$ cat src/rtl/kps_pkg.sv
package kps_pkg;
  localparam int MAX_STATES = 8;
  localparam int MAX_JOINTS = 8;
  localparam int SW = $clog2(MAX_STATES);
  localparam int JW = $clog2(MAX_JOINTS);
  localparam int SLOTS = MAX_STATES * MAX_JOINTS;
  localparam int AW = $clog2(SLOTS);
  localparam int TW = 24;
  localparam int DW = 20;
  localparam int PW = 17 + DW;  // |d| * t magnitude width
  localparam logic [TW-1:0] TIME_MAX = '1;

  localparam logic [1:0] OP_TICK = 2'd0;
  localparam logic [1:0] OP_JOINT = 2'd1;
  localparam logic [1:0] OP_HEADER = 2'd2;

  localparam logic [0:0] CFG_STATE_COUNT = 1'b0;
  localparam logic [0:0] CFG_JOINT_COUNT = 1'b1;

  // controller -> datapath
  typedef struct packed {
    logic capture;    // latch input word
    logic tbl_rd;     // issue keyframe read
    logic joint0;     // do time step / transition
    logic calc;       // compute interpolation operands
    logic div_start;
    logic finish;     // form result
  } kps_cmd_t;

  // datapath -> controller
  typedef struct packed {
    logic div_busy;
  } kps_sts_t;
endpackage

$ cat src/rtl/kps_ram.sv
module kps_ram #(
  parameter int WIDTH = 8,
  parameter int DEPTH = 16
) (
  input  logic                     clk,
  input  logic                     we,
  input  logic [$clog2(DEPTH)-1:0] waddr,
  input  logic [WIDTH-1:0]         wdata,
  input  logic [$clog2(DEPTH)-1:0] raddr,
  output logic [WIDTH-1:0]         rdata
);
  logic [WIDTH-1:0] mem [DEPTH];
  always_ff @(posedge clk) begin
    if (we) mem[waddr] <= wdata;
    rdata <= mem[raddr];
  end
endmodule

$ cat src/rtl/kps_div.sv
// restoring divider, one quotient bit per cycle
module kps_div import kps_pkg::*; (
  input  logic          clk,
  input  logic          rst_n,
  input  logic          start,
  input  logic [PW-1:0] num,
  input  logic [DW-1:0] den,
  output logic          busy,
  output logic [PW-1:0] quo
);
  localparam int CW = $clog2(PW + 1);
  logic [CW-1:0] cnt_r, cnt_nxt;
  logic [PW-1:0] q_r, q_nxt;
  logic [DW-1:0] rem_r, rem_nxt;
  logic [DW-1:0] den_r, den_nxt;
  logic [DW:0]   trial;

  assign busy = (cnt_r != '0);
  assign quo = q_r;

  always_comb begin
    cnt_nxt = cnt_r;
    q_nxt = q_r;
    rem_nxt = rem_r;
    den_nxt = den_r;
    trial = {rem_r, q_r[PW-1]};
    if (start) begin
      cnt_nxt = CW'(PW);
      q_nxt = num;
      rem_nxt = '0;
      den_nxt = den;
    end else if (busy) begin
      cnt_nxt = cnt_r - 1'b1;
      if (trial >= {1'b0, den_r}) begin
        rem_nxt = DW'(trial - {1'b0, den_r});
        q_nxt = {q_r[PW-2:0], 1'b1};
      end else begin
        rem_nxt = trial[DW-1:0];
        q_nxt = {q_r[PW-2:0], 1'b0};
      end
    end
  end

  always_ff @(posedge clk) begin
    if (!rst_n) cnt_r <= '0;
    else cnt_r <= cnt_nxt;
    q_r <= q_nxt;
    rem_r <= rem_nxt;
    den_r <= den_nxt;
  end
endmodule

$ cat src/rtl/kps_ctrl.sv
module kps_ctrl import kps_pkg::*; (
  input  logic     clk,
  input  logic     rst_n,
  input  logic     in_valid,
  output logic     in_ready,
  input  logic [1:0] in_operation,
  input  logic       in_joint_zero,
  input  logic       in_tick_ok,
  output logic     out_valid,
  input  logic     out_ready,
  output kps_cmd_t cmd,
  input  kps_sts_t sts
);
  localparam logic [2:0] S_IDLE = 3'd0;
  localparam logic [2:0] S_RD   = 3'd1;
  localparam logic [2:0] S_STEP = 3'd2;
  localparam logic [2:0] S_CALC = 3'd3;
  localparam logic [2:0] S_DIV  = 3'd4;
  localparam logic [2:0] S_WAIT = 3'd5;
  localparam logic [2:0] S_FIN  = 3'd6;

  logic [2:0] st_r, st_nxt;
  logic ov_r, ov_nxt;
  logic acc;

  // a new word may enter while the result register is still full, but the
  // result is only formed once the output side has drained
  assign in_ready = (st_r == S_IDLE);
  assign acc = in_valid && in_ready;
  assign out_valid = ov_r;

  always_comb begin
    st_nxt = st_r;
    ov_nxt = ov_r && !out_ready;
    cmd = '0;
    unique case (st_r)
      S_IDLE: begin
        if (acc) begin
          cmd.capture = 1'b1;
          if (in_operation == OP_TICK && in_tick_ok) st_nxt = S_RD;
        end
      end
      S_RD: begin
        if (in_joint_zero) begin
          cmd.joint0 = 1'b1;
          st_nxt = S_STEP;
        end else begin
          cmd.tbl_rd = 1'b1;
          st_nxt = S_CALC;
        end
      end
      S_STEP: begin
        cmd.tbl_rd = 1'b1;
        st_nxt = S_CALC;
      end
      S_CALC: begin
        cmd.calc = 1'b1;
        st_nxt = S_DIV;
      end
      S_DIV: begin
        cmd.div_start = 1'b1;
        st_nxt = S_WAIT;
      end
      S_WAIT: begin
        if (!sts.div_busy) st_nxt = S_FIN;
      end
      S_FIN: begin
        if (!ov_r || out_ready) begin
          cmd.finish = 1'b1;
          ov_nxt = 1'b1;
          st_nxt = S_IDLE;
        end
      end
      default: st_nxt = S_IDLE;
    endcase
  end

  always_ff @(posedge clk) begin
    if (!rst_n) begin
      st_r <= S_IDLE;
      ov_r <= 1'b0;
    end else begin
      st_r <= st_nxt;
      ov_r <= ov_nxt;
    end
  end

`ifndef ASSERT_OFF
  a_fin_free: assert property (@(posedge clk) disable iff (!rst_n)
    cmd.finish |-> (!ov_r || out_ready)) else $error("result overwritten");
  a_fin_valid: assert property (@(posedge clk) disable iff (!rst_n)
    cmd.finish |=> out_valid) else $error("result not shown");
  a_div_wait: assert property (@(posedge clk) disable iff (!rst_n)
    cmd.div_start |=> sts.div_busy) else $error("divider not started");
`endif
endmodule

$ cat src/rtl/kps_dp.sv
module kps_dp import kps_pkg::*; (
  input  logic        clk,
  input  logic        rst_n,
  input  kps_cmd_t    cmd,
  output kps_sts_t    sts,
  input  logic        cfg_we,
  input  logic        cfg_sel,
  input  logic [3:0]  cfg_wdata,
  input  logic [1:0]  in_operation,
  input  logic [2:0]  in_state_index,
  input  logic [2:0]  in_joint_index,
  input  logic [19:0] in_time_value,
  input  logic        in_left_contact,
  input  logic        in_right_contact,
  input  logic signed [15:0] in_angle_value,
  input  logic signed [15:0] in_angle_global,
  input  logic        in_target_is_local,
  input  logic [2:0]  in_next_state,
  input  logic        in_time_mode,
  input  logic [2:0]  in_transition_contact,
  output logic        joint_zero,
  output logic        tick_ok,
  output logic signed [15:0] out_target_angle,
  output logic [2:0]  out_joint_number,
  output logic [2:0]  out_active_state,
  output logic        out_last_of_tick
);
  // captured word
  logic [1:0]  op_r;
  logic [2:0]  si_r, ji_r, ns_r, tc_r;
  logic [19:0] tv_r;
  logic        lc_r, rc_r, loc_r, tm_r;
  logic signed [15:0] av_r, ag_r;

  logic [3:0] scnt_r, jcnt_r;
  logic [SW-1:0] cur_r;
  logic [TW-1:0] tis_r;
  logic          trans_r;
  logic signed [15:0] start_r [MAX_JOINTS];
  logic [SW-1:0] nxt_r [MAX_STATES];
  logic          timed_r [MAX_STATES];
  logic [DW-1:0] dur_r [MAX_STATES];
  logic [2:0]    con_r [MAX_STATES];

  logic [16:0]   kf_rd;
  logic [16:0]   kf_wd;
  logic          kf_we;
  logic [AW-1:0] kf_wa, kf_ra;

  logic [JW-1:0] jx;
  logic [SW-1:0] sx;
  assign jx = ji_r[JW-1:0];
  assign sx = si_r[SW-1:0];
  assign joint_zero = (ji_r == 3'd0);
  assign tick_ok = (32'(in_joint_index) < MAX_JOINTS);

  // table write happens the cycle after capture
  logic wr_pend_r;
  assign kf_we = wr_pend_r && op_r == OP_JOINT && 32'(si_r) < MAX_STATES
                 && 32'(ji_r) < MAX_JOINTS;
  assign kf_wa = AW'({sx, jx});
  assign kf_wd = {loc_r, av_r};
  assign kf_ra = AW'({cur_r, jx});

  kps_ram #(.WIDTH(17), .DEPTH(SLOTS)) u_kf (
    .clk(clk), .we(kf_we), .waddr(kf_wa), .wdata(kf_wd),
    .raddr(kf_ra), .rdata(kf_rd)
  );

  // keyframe targets reset to zero: one valid bit per slot
  logic [SLOTS-1:0] kv_r;
  logic kv_hit_r;
  logic signed [15:0] tgt;
  logic tgt_loc;
  assign tgt = kv_hit_r ? kf_rd[15:0] : 16'sd0;
  assign tgt_loc = kv_hit_r && kf_rd[16];

  // time step and transition
  logic [TW:0] tsum;
  logic [2:0]  contact;
  logic        go;
  assign tsum = {1'b0, tis_r} + (TW+1)'(tv_r);
  always_comb begin
    unique case ({lc_r, rc_r})
      2'b10:   contact = 3'd1;
      2'b01:   contact = 3'd2;
      2'b11:   contact = 3'd3;
      default: contact = 3'd4;
    endcase
  end

  logic [TW-1:0] tsat;
  assign tsat = tsum[TW] ? TIME_MAX : tsum[TW-1:0];
  assign go = (scnt_r > 4'd1) &&
              (timed_r[cur_r] ? (tsat > TW'(dur_r[cur_r])) : (contact == con_r[cur_r]));

  // interpolation operands
  logic signed [15:0] st_eff;
  assign st_eff = trans_r ? (tgt_loc ? av_r : ag_r) : start_r[jx];
  logic signed [16:0] dd;
  assign dd = 17'(tgt) - 17'(st_eff);
  logic [DW-1:0] tcl;
  assign tcl = (tis_r > TW'(dur_r[cur_r])) ? dur_r[cur_r] : tis_r[DW-1:0];

  logic [16:0] mag_r;
  logic neg_r, plain_r;
  logic signed [15:0] s_r, t_r;
  logic [PW-1:0] prod;
  assign prod = PW'(mag_r) * PW'(tcl) + PW'(dur_r[cur_r] >> 1);

  logic [PW-1:0] quo;
  logic busy;
  kps_div u_div (.clk(clk), .rst_n(rst_n), .start(cmd.div_start), .num(prod),
                 .den(dur_r[cur_r]), .busy(busy), .quo(quo));
  assign sts.div_busy = busy;

  always_ff @(posedge clk) begin
    if (cmd.capture) begin
      op_r <= in_operation; si_r <= in_state_index; ji_r <= in_joint_index;
      tv_r <= in_time_value; lc_r <= in_left_contact; rc_r <= in_right_contact;
      av_r <= in_angle_value; ag_r <= in_angle_global; loc_r <= in_target_is_local;
      ns_r <= in_next_state; tm_r <= in_time_mode; tc_r <= in_transition_contact;
    end
    if (cmd.tbl_rd) kv_hit_r <= kv_r[kf_ra];
    if (cmd.calc) begin
      mag_r <= dd[16] ? 17'(-dd) : 17'(dd);
      neg_r <= dd[16];
      s_r <= st_eff;
      t_r <= tgt;
      plain_r <= (scnt_r <= 4'd1) || !timed_r[cur_r] || (dur_r[cur_r] == '0)
                 || (st_eff == tgt);
    end
    if (cmd.finish) begin
      out_target_angle <= plain_r ? t_r :
                          (neg_r ? s_r - 16'(quo) : s_r + 16'(quo));
      out_joint_number <= ji_r;
      out_active_state <= 3'(cur_r);
      out_last_of_tick <= ({1'b0, ji_r} + 4'd1 == jcnt_r);
    end
  end

  always_ff @(posedge clk) begin
    if (!rst_n) begin
      scnt_r <= 4'd1; jcnt_r <= 4'd7;
      cur_r <= '0; tis_r <= '0; trans_r <= 1'b0; wr_pend_r <= 1'b0;
      kv_r <= '0;
      for (int i = 0; i < MAX_JOINTS; i++) start_r[i] <= '0;
      for (int i = 0; i < MAX_STATES; i++) begin
        nxt_r[i] <= '0; timed_r[i] <= 1'b1; dur_r[i] <= '0; con_r[i] <= '0;
      end
    end else begin
      wr_pend_r <= cmd.capture;
      if (cfg_we) begin
        if (cfg_sel == CFG_STATE_COUNT) scnt_r <= cfg_wdata;
        else jcnt_r <= cfg_wdata;
      end
      if (kf_we) begin
        kv_r[kf_wa] <= 1'b1;
        if (si_r == 3'd0) start_r[jx] <= av_r;
      end
      if (wr_pend_r && op_r == OP_HEADER && 32'(si_r) < MAX_STATES) begin
        nxt_r[sx] <= SW'(ns_r); timed_r[sx] <= tm_r;
        dur_r[sx] <= tv_r; con_r[sx] <= tc_r;
      end
      if (cmd.joint0) begin
        if (go) begin
          tis_r <= '0; trans_r <= 1'b1; cur_r <= nxt_r[cur_r];
        end else begin
          tis_r <= tsat; trans_r <= 1'b0;
        end
      end
      if (cmd.calc && trans_r) start_r[jx] <= st_eff;
    end
  end

`ifndef ASSERT_OFF
  a_plain_dur: assert property (@(posedge clk) disable iff (!rst_n)
    cmd.finish && dur_r[cur_r] == '0 |-> plain_r) else $error("zero duration divided");
  a_trans_reset: assert property (@(posedge clk) disable iff (!rst_n)
    cmd.joint0 && go |=> tis_r == '0) else $error("time not restarted");
  a_hold: assert property (@(posedge clk) disable iff (!rst_n)
    cmd.joint0 && scnt_r <= 4'd1 |=> $stable(cur_r)) else $error("hold pose moved");
`endif
endmodule

$ cat src/rtl/keyframe_pose_sequencer_core.sv
// Keyframe pose sequencer for a biped gait.
// Input channel (in_valid/in_ready): one word per table write or tick joint.
//  Operation 1 writes a joint target, 2 a state header; these give no result.
//  Operation 0 is a tick joint item; a run starts at joint 0, which advances
//  time and may take a state transition.
// Output channel (out_valid/out_ready): one word per tick item: target angle,
//  joint number, active state and a last-of-tick flag.
// Config channel (cfg_valid/cfg_ready): index 0 state_count, 1 joint_count;
//  always ready, write only while idle.
// A tick item passes a table read (after an extra time step for joint 0),
//  operand set-up, divider start, a 37-step restoring divider for the
//  interpolation (one quotient bit per step), then the result is formed.
// The next word is accepted as the result appears, so tick items do not
//  overlap; table writes leave the controller idle.
// Reset (rst_n low, synchronous) returns the state machine, time and tables
//  to their defaults; target table entries read as zero until written.
// A stalled receiver holds the result; the next word is accepted but its
//  result waits in the controller until the output register frees.
module keyframe_pose_sequencer_core import kps_pkg::*; (
  input  logic        clk,
  input  logic        rst_n,
  input  logic        in_valid,
  output logic        in_ready,
  input  logic [1:0]  in_operation,
  input  logic [2:0]  in_state_index,
  input  logic [2:0]  in_joint_index,
  input  logic [19:0] in_time_value,
  input  logic        in_left_contact,
  input  logic        in_right_contact,
  input  logic signed [15:0] in_angle_value,
  input  logic signed [15:0] in_angle_global,
  input  logic        in_target_is_local,
  input  logic [2:0]  in_next_state,
  input  logic        in_time_mode,
  input  logic [2:0]  in_transition_contact,
  output logic        out_valid,
  input  logic        out_ready,
  output logic signed [15:0] out_target_angle,
  output logic [2:0]  out_joint_number,
  output logic [2:0]  out_active_state,
  output logic        out_last_of_tick,
  input  logic        cfg_valid,
  output logic        cfg_ready,
  input  logic        cfg_index,
  input  logic [3:0]  cfg_data
);
  kps_cmd_t cmd;
  kps_sts_t sts;
  logic jz, tok;

  assign cfg_ready = 1'b1;

  kps_ctrl u_ctrl (
    .clk(clk), .rst_n(rst_n), .in_valid(in_valid), .in_ready(in_ready),
    .in_operation(in_operation), .in_joint_zero(jz), .in_tick_ok(tok),
    .out_valid(out_valid), .out_ready(out_ready), .cmd(cmd), .sts(sts)
  );

  kps_dp u_dp (
    .clk(clk), .rst_n(rst_n), .cmd(cmd), .sts(sts),
    .cfg_we(cfg_valid), .cfg_sel(cfg_index), .cfg_wdata(cfg_data),
    .in_operation(in_operation), .in_state_index(in_state_index),
    .in_joint_index(in_joint_index), .in_time_value(in_time_value),
    .in_left_contact(in_left_contact), .in_right_contact(in_right_contact),
    .in_angle_value(in_angle_value), .in_angle_global(in_angle_global),
    .in_target_is_local(in_target_is_local), .in_next_state(in_next_state),
    .in_time_mode(in_time_mode), .in_transition_contact(in_transition_contact),
    .joint_zero(jz), .tick_ok(tok),
    .out_target_angle(out_target_angle), .out_joint_number(out_joint_number),
    .out_active_state(out_active_state), .out_last_of_tick(out_last_of_tick)
  );
endmodule
$ cat config.mk
export PLATFORM = sky130hd
export DESIGN_NAME = keyframe_pose_sequencer_core
export DESIGN_NICKNAME = d
export VERILOG_FILES = /design/src/rtl/kps_pkg.sv /design/src/rtl/kps_ram.sv /design/src/rtl/kps_div.sv /design/src/rtl/kps_ctrl.sv /design/src/rtl/kps_dp.sv /design/src/rtl/keyframe_pose_sequencer_core.sv
export SDC_FILE = /design/constraint.sdc
export NUM_CORES = 2
export LEC_CHECK = 0
export BUFFER_PORTS_ARGS = -buffer_cell sky130_fd_sc_hd__buf_4
export CORE_UTILIZATION = 33
export DETAILED_ROUTE_END_ITERATION = 6
export SETUP_SLACK_MARGIN = 0.4
export SLEW_MARGIN = 20
export SYNTH_ARGS = -nofsm -noshare
export SYNTH_HDL_FRONTEND = slang
export SYNTH_SLANG_ARGS = --single-unit
$ cat constraint.sdc
create_clock -name clk -period 13.2 [get_ports clk]
set_clock_uncertainty 0.2 [all_clocks]
set_input_delay 0 -clock clk [delete_from_list [all_inputs] [get_ports clk]]
set_output_delay 0 -clock clk [all_outputs]
set_load 0.005 [all_outputs]
# Word level (Yosys, flattened, before mapping)
# Memory sizes are Yosys's and may differ from the RTL's. A register that Yosys moved wholly into a read port is not among the register bits.
# Index checks and enable logic that the tools add are counted.
# classes
div	0
n_bitwise	4
mux	70
multipliers	1
n_eq_ne	18
n_addsub	9
magnitude_cmp	8
n_reduce_logical	33
n_shift	0
# op_table
op	n
$mux 16	8
$mux 37	2
$or 64x64->64	1
$mux 20	3
$gt 24x20->1	2
$mux 24	2
$add 37x19->37	1
$mul 17x20->37	1
$mux 1	36
$mux 3	12
$add 24x20->25	1
$ge 21x20->1	1
$pmux 3 s7	1
$logic_not 20->1	1
$reduce_or 20->1	1
$sub 20x20->20	1
$neg 17->17	1
$sub 16x16->17	1
$add 16x16->16	1
$eq 16x16->1	1
$reduce_or 16->1	1
$sub 16x16->16	1
$lt 6x7->1 const B	2
$mux 6	2
32 further kinds	59
# word_totals
register_bits	330
latchBits	0
elab_cells	185
memories	6
romBits	0
ramBits	1432
output_inout_bits	26
# memory_table
name	depth	word_bits	read_ports	rd_clocked_by_memory_dff	wr	line	source
u_dp.u_kf.mem	64	17	1	1	1	kps_ram.sv:12	logic [WIDTH-1:0] mem [DEPTH];
u_dp.dur_r	8	20	1	0	8	kps_dp.sv:42	logic [DW-1:0] dur_r [MAX_STATES];
u_dp.start_r	8	16	1	1	8	kps_dp.sv:39	logic signed [15:0] start_r [MAX_JOINTS];
u_dp.con_r	8	3	1	0	8	kps_dp.sv:43	logic [2:0] con_r [MAX_STATES];
u_dp.nxt_r	8	3	1	1	8	kps_dp.sv:40	logic [SW-1:0] nxt_r [MAX_STATES];
u_dp.timed_r	8	1	1	0	8	kps_dp.sv:41	logic timed_r [MAX_STATES];

# Depth between registers and ports, before layout
# logic_depth
ltp_word	9
ltp_mapped	42

# Hierarchy
# A second synthesis with hierarchy kept.
# hier_totals
hier_cells	6036
area_unflattened_um2	87498.9
# modules_own_cells
module	cells_each	area_per_inst_um2	instances
kps_ram	1953	42344.4	1
kps_dp	3623	40243.6	1
kps_div	421	4598.2	1
kps_ctrl	37	301.5	1
keyframe_pose_sequencer_core	2	11.3	1

# Worst setup path after synthesis
# OpenSTA, ideal clock, no wires.
# synth_timing
path_type	register to register
start	register u_dp.cur_r[0], read port of u_dp.nxt_r
end	register u_dp.u_div.q_r[33] (netlist: u_dp.u_div.quo[33]) (data pin)
setup_slack_ns	3.023
setup_ns	0.267
arrival_time_ns	9.710
path_buffers	5
stages_incl_launch_ff	41
path_cell_list	dfxtp_1 buf_2 buf_2 buf_2 mux4_2 mux2_2 inv_1 ha_1 a21o_1 a21o_1 a21o_1 a21oi_1 nor2b_1 o211ai_1 a21oi_1 o31ai_1 buf_2 mux2_2 (+5 left out) fa_1 fa_1 inv_1 fa_1 inv_1 fa_1 inv_1 ha_1 a21o_1 a21o_1 a211o_1 a21o_1 a31o_2 a211oi_1 o41ai_1 a21oi_1 xor2_1 o21ai_0
# synth_between
elab_chain_len	6
# synth_rtl
element	line	source
from (decl)	kps_dp.sv:36	logic [SW-1:0] cur_r;
$mem_v2 8x20 (*)	-	
$gt 24x20->1	kps_dp.sv:103	assign tcl = (tis_r > TW'(dur_r[cur_r])) ? dur_r[cur_r] : tis_r[DW-1:0];
$mux 20	kps_dp.sv:103	
$mul 17x20->37	kps_dp.sv:109	assign prod = PW'(mag_r) * PW'(tcl) + PW'(dur_r[cur_r] >> 1);
$add 37x19->37 (*)	kps_dp.sv:109	
$mux 37 (*)	kps_div.sv:27	if (start) begin
named net u_dp.u_div.q_nxt[33]	kps_div.sv:13	logic [PW-1:0] q_r, q_nxt;
to (signal assigned)	kps_div.sv:47	q_r <= q_nxt;
to (decl)	kps_div.sv:13	
# Mark *: on every way through the listed nets, which the timed path passes. The rest lies on a longest branch.
# A chain may end at the register's enable or synchronous reset.

# Worst setup path in the final report
# layout_timing
start	register u_dp.cur_r[0], read port of u_dp.nxt_r
end	register u_dp.u_div.q_r[34] (netlist: u_dp.u_div.quo[34]) (data pin)
# The elaborated chain is that of the path after synthesis.

==> metrics.md <==
| Metric | Value |
|---|---|
| Violated checks | `DRC` |
| Post-DP HPWL | `162000 um` |
| GPL Wtd Cong | `0.881` |
| Core area | `258000 um2` |
| Clock period minus worst slack | `10980 ps` |
| Syn avg cell area | `13.3 um2` |
| Compound-gate portion of the synthesized area | `9.17%` |
| Multi-input gate area | `31200 um2` |
| Async set-reset flop share out of synthesis | `0%` |
| Root buffer cell | `clkbuf_16` |
| Pre-CTS WS | `2290 ps` |
| Setup CP Type | `flip-flop to flip-flop` |
| Crit-path slowest cell | `dfxtp_4` |
| Die width | `512 um` |
| Seq/Total Area, Yosys | `60.7%` |
| Die height | `512 um` |
| Post-synthesis mux area share | `5.86%` |
| Register area | `52100 um2` |
| Cell variety after synth | `83` |
| Crit start category | `flip-flop` |
| CTS sink cnt | `1784` |
| Post-Synth XOR/XNOR Area | `1.18%` |
| Initial Util | `33.3%` |
| Syn_nets | `7061` |
| Top FF cell, synth | `edfxtp_1` |
| Fin crit share | `83.2%` |
| IO buf count | `104` |
| DR WL/cell | `25.2 um` |
| Nets | `7343` |
| Residual DRC | `1` |
| Initial DRT Pass Iterations | `7` |
| CTS Buffer Depth | `3` |
| Fin. Hold Viols | `0` |
| Bufs and invs on worst path | `5` |
| Area Growth Syn to Fin | `15.5%` |
| Global-route wire length before repair | `379000 um` |
| Fin worst setup slack | `2220 ps` |
| Tot GR Track Use | `19.5%` |
| Simple-gate portion of the synthesized area | `9.47%` |
| Number of synthesized flops with an enable pin | `1634` |
| Min-delay worst type | `input port to flip-flop` |
| Cell area power density | `153 nW/um2` |
| Critical path's top delay family | `adder cells` |
| Die ar. | `262000 um2` |
| Post-synthesis adder-cell area fraction | `10.2%` |
| Gr ovfl total | `0` |
| CP Max Fanout | `47` |
| Worst path max stage delay | `1030 ps` |
| Vias in the first global route | `55600` |
| Clock slew at reported path FFs | `70 ps` |
| Relative slew slack | `23.4%` |
| Status | `complete, but fails checks` |
| Worst-Margin Slew | `1140 ps` |
| Worst endpoint required time | `13530 ps` |
| Clk_lat worst skew | `870 ps` |
| WL final | `260000 um` |
| Max_cap viols | `0` |
| Largest family of logic cells by synthesized area | `adder cells` |
| CTS tree | `done` |
| R2r setup slk | `2220 ps` |
| Unrepaired setup endpoints after global routing | `false` |
| Final setup fails | `0` |
| Fmax | `91.1 MHz` |
| Num CTS Buffers | `183` |
| Peak VDD IR | `0.134 mV` |
| H-tree depth | `4` |
| Post-Syn Instances | `6460` |
| Post-synthesis cell area | `85800 um2` |
| Pin count of the biggest net entering global routing | `98` |
| Leakage power | `36.1 nW` |
| Yosys warns | `0` |
| Starting DRT DRC Count | `5883` |
| Share of cells above drive strength 1 | `12.6%` |
| Overall Power | `15.2 mW` |
| CP endpoint kind | `flip-flop` |
| Initial antenna violation count | `14` |
| Crit path DAT | `11310 ps` |
| Final setup TNS | `0 ps` |
| Vias per inst | `5.37` |
| DR vias | `55300` |
| Final-report max-slew violation count | `0` |
| Filler cells | `24000` |
| Yosys reg bits | `1784` |
| Row cnt | `186` |
| Most frequent cell on the critical path | `fa_1` |
| Ports | `106` |
| Post-route antenna net violation count | `0` |
[cell usage in the layout (no fill, tap or decap), types with 146 or more instances in the layout]
cell type      instances
a21oi_1              316
a22oi_1              186
and2_1               347
buf_4                271
clkbuf_16            184
dfxtp_1              146
dlygate4sd3_1        171
edfxtp_1            1634
fa_1                 292
ha_1                 229
inv_1                433
mux2i_1              163
nand2_1              530
nor2_1               334
o21ai_0              232
[per-stage QoR]
stage	instances	utilization, %	hold WS, ps	cell area [um2]
after floorplan	6460	-	-101	85800
final	10300	38.5	97.8	99100
after detailed placement	9770	35.4	-20.5	91200
after CTS	10300	38.5	24.8	99100
after global placement	9770	35.4	-19.9	91200
after global routing	10300	38.5	138	99100
[path summary, 6_finish.rpt]
kind | from | to | cells after the start
hold reg to reg | u_dp.kv_r[34] | u_dp.kv_r[34] | 1
setup reg to reg | u_dp.cur_r[0] | u_dp.u_div.quo[34] | 31
setup / recovery | u_dp.cur_r[0] | u_dp.u_div.quo[34] | 31
hold / removal | in_valid | u_ctrl.st_r[0] | 6
[tightest hold or removal path: cells and delay by family]
family,cells,cell delay (ps)
buf+inv,2,700
compound gates,4,420
[what timing repair did]
action | in CTS | in global routing
buffers inserted | 0 | 0
hold buffers | 171 | 0
hold endpoints to repair | 159 | 0
resized for setup | 0 | 0
[cells in the mapped netlist, types with 29 or more instances]
cell type  number  area (um2)
a211oi_1       41         308
a21o_1         54         405
a21oi_1       317        1590
a221oi_1       65         569
a22o_1         32         280
a22oi_1       186        1400
a31oi_1        34         213
and2_1        349        2180
buf_1          48         180
clkbuf_1      285        1070
dfxtp_1       150        3000
edfxtp_1     1634       49100
fa_1          292        5850
ha_1          229        2870
inv_1         435        1630
mux2_2         86         968
mux2i_1       164        1640
mux4_2        107        2410
nand2_1       532        2000
nand2b_1       29         181
nand3_1        86         430
nand4_1        53         332
nor2_1        402        1510
nor2b_1        73         457
nor3_1         82         410
o21a_1         86         646
o21ai_0       239        1200
xnor2_1        65         569
xor2_1         51         447
[routing by layer]
layer / up-vias / wire [um] / global-route usage (%)
met4: 6 / 12400 / 8.99
met1: 28200 / 106000 / 25.3
met3: 502 / 19800 / 3.14
li1: 24100 / - / -
met5: - / 35 / 0
met2: 2428 / 122000 / 32.0
[cells by family after synthesis]
family / after synthesis
buffers and inverters: 785
AOI/OAI and AO/OA: 1199
muxes: 358
adders and majority gates: 521
and+or+nand+nor: 1696
DFF: 1784
other: 1
xor gates and xnor gates: 116
[power breakdown]
part / switching (mW) / total [mW] / internal (mW)
combinational: 2.07 / 3.20 / 1.13
clock: 2.31 / 5.26 / 2.96
sequential: 0.183 / 6.74 / 6.56
total: 4.56 / 15.2 / 10.6
[layout make-up]
type                       instances  share of cell area, %
antenna                            6                 0.0151
clock buffer                     237                   5.04
clock inverter                   108                   1.17
inverter                         436                   1.65
multi-input combinational       3891                   31.4
sequential                      1784                   52.6
tap                             3384                   4.27
timing repair buffer             446                   3.86
[state kept, by name (all words and copies together), names as in the netlist, 16 cells and up, named ones only]
name                   flops
u_dp.u_kf.mem           1088
u_dp.dur_r               160
u_dp.start_r             128
u_dp.kv_r                 64
u_dp.u_div.quo            37
u_dp.con_r                24
u_dp.nxt_r                24
u_dp.tis_r                24
u_dp.tv_r                 20
u_dp.u_div.den_r          20
u_dp.u_div.rem_r          20
u_dp.mag_r                17
u_dp.u_kf.rdata           17
u_dp.ag_r                 16
u_dp.av_r                 16
u_dp.out_target_angle     16
u_dp.s_r                  16
u_dp.t_r                  16
Note: power is estimated with default switching activity, not from simulation.
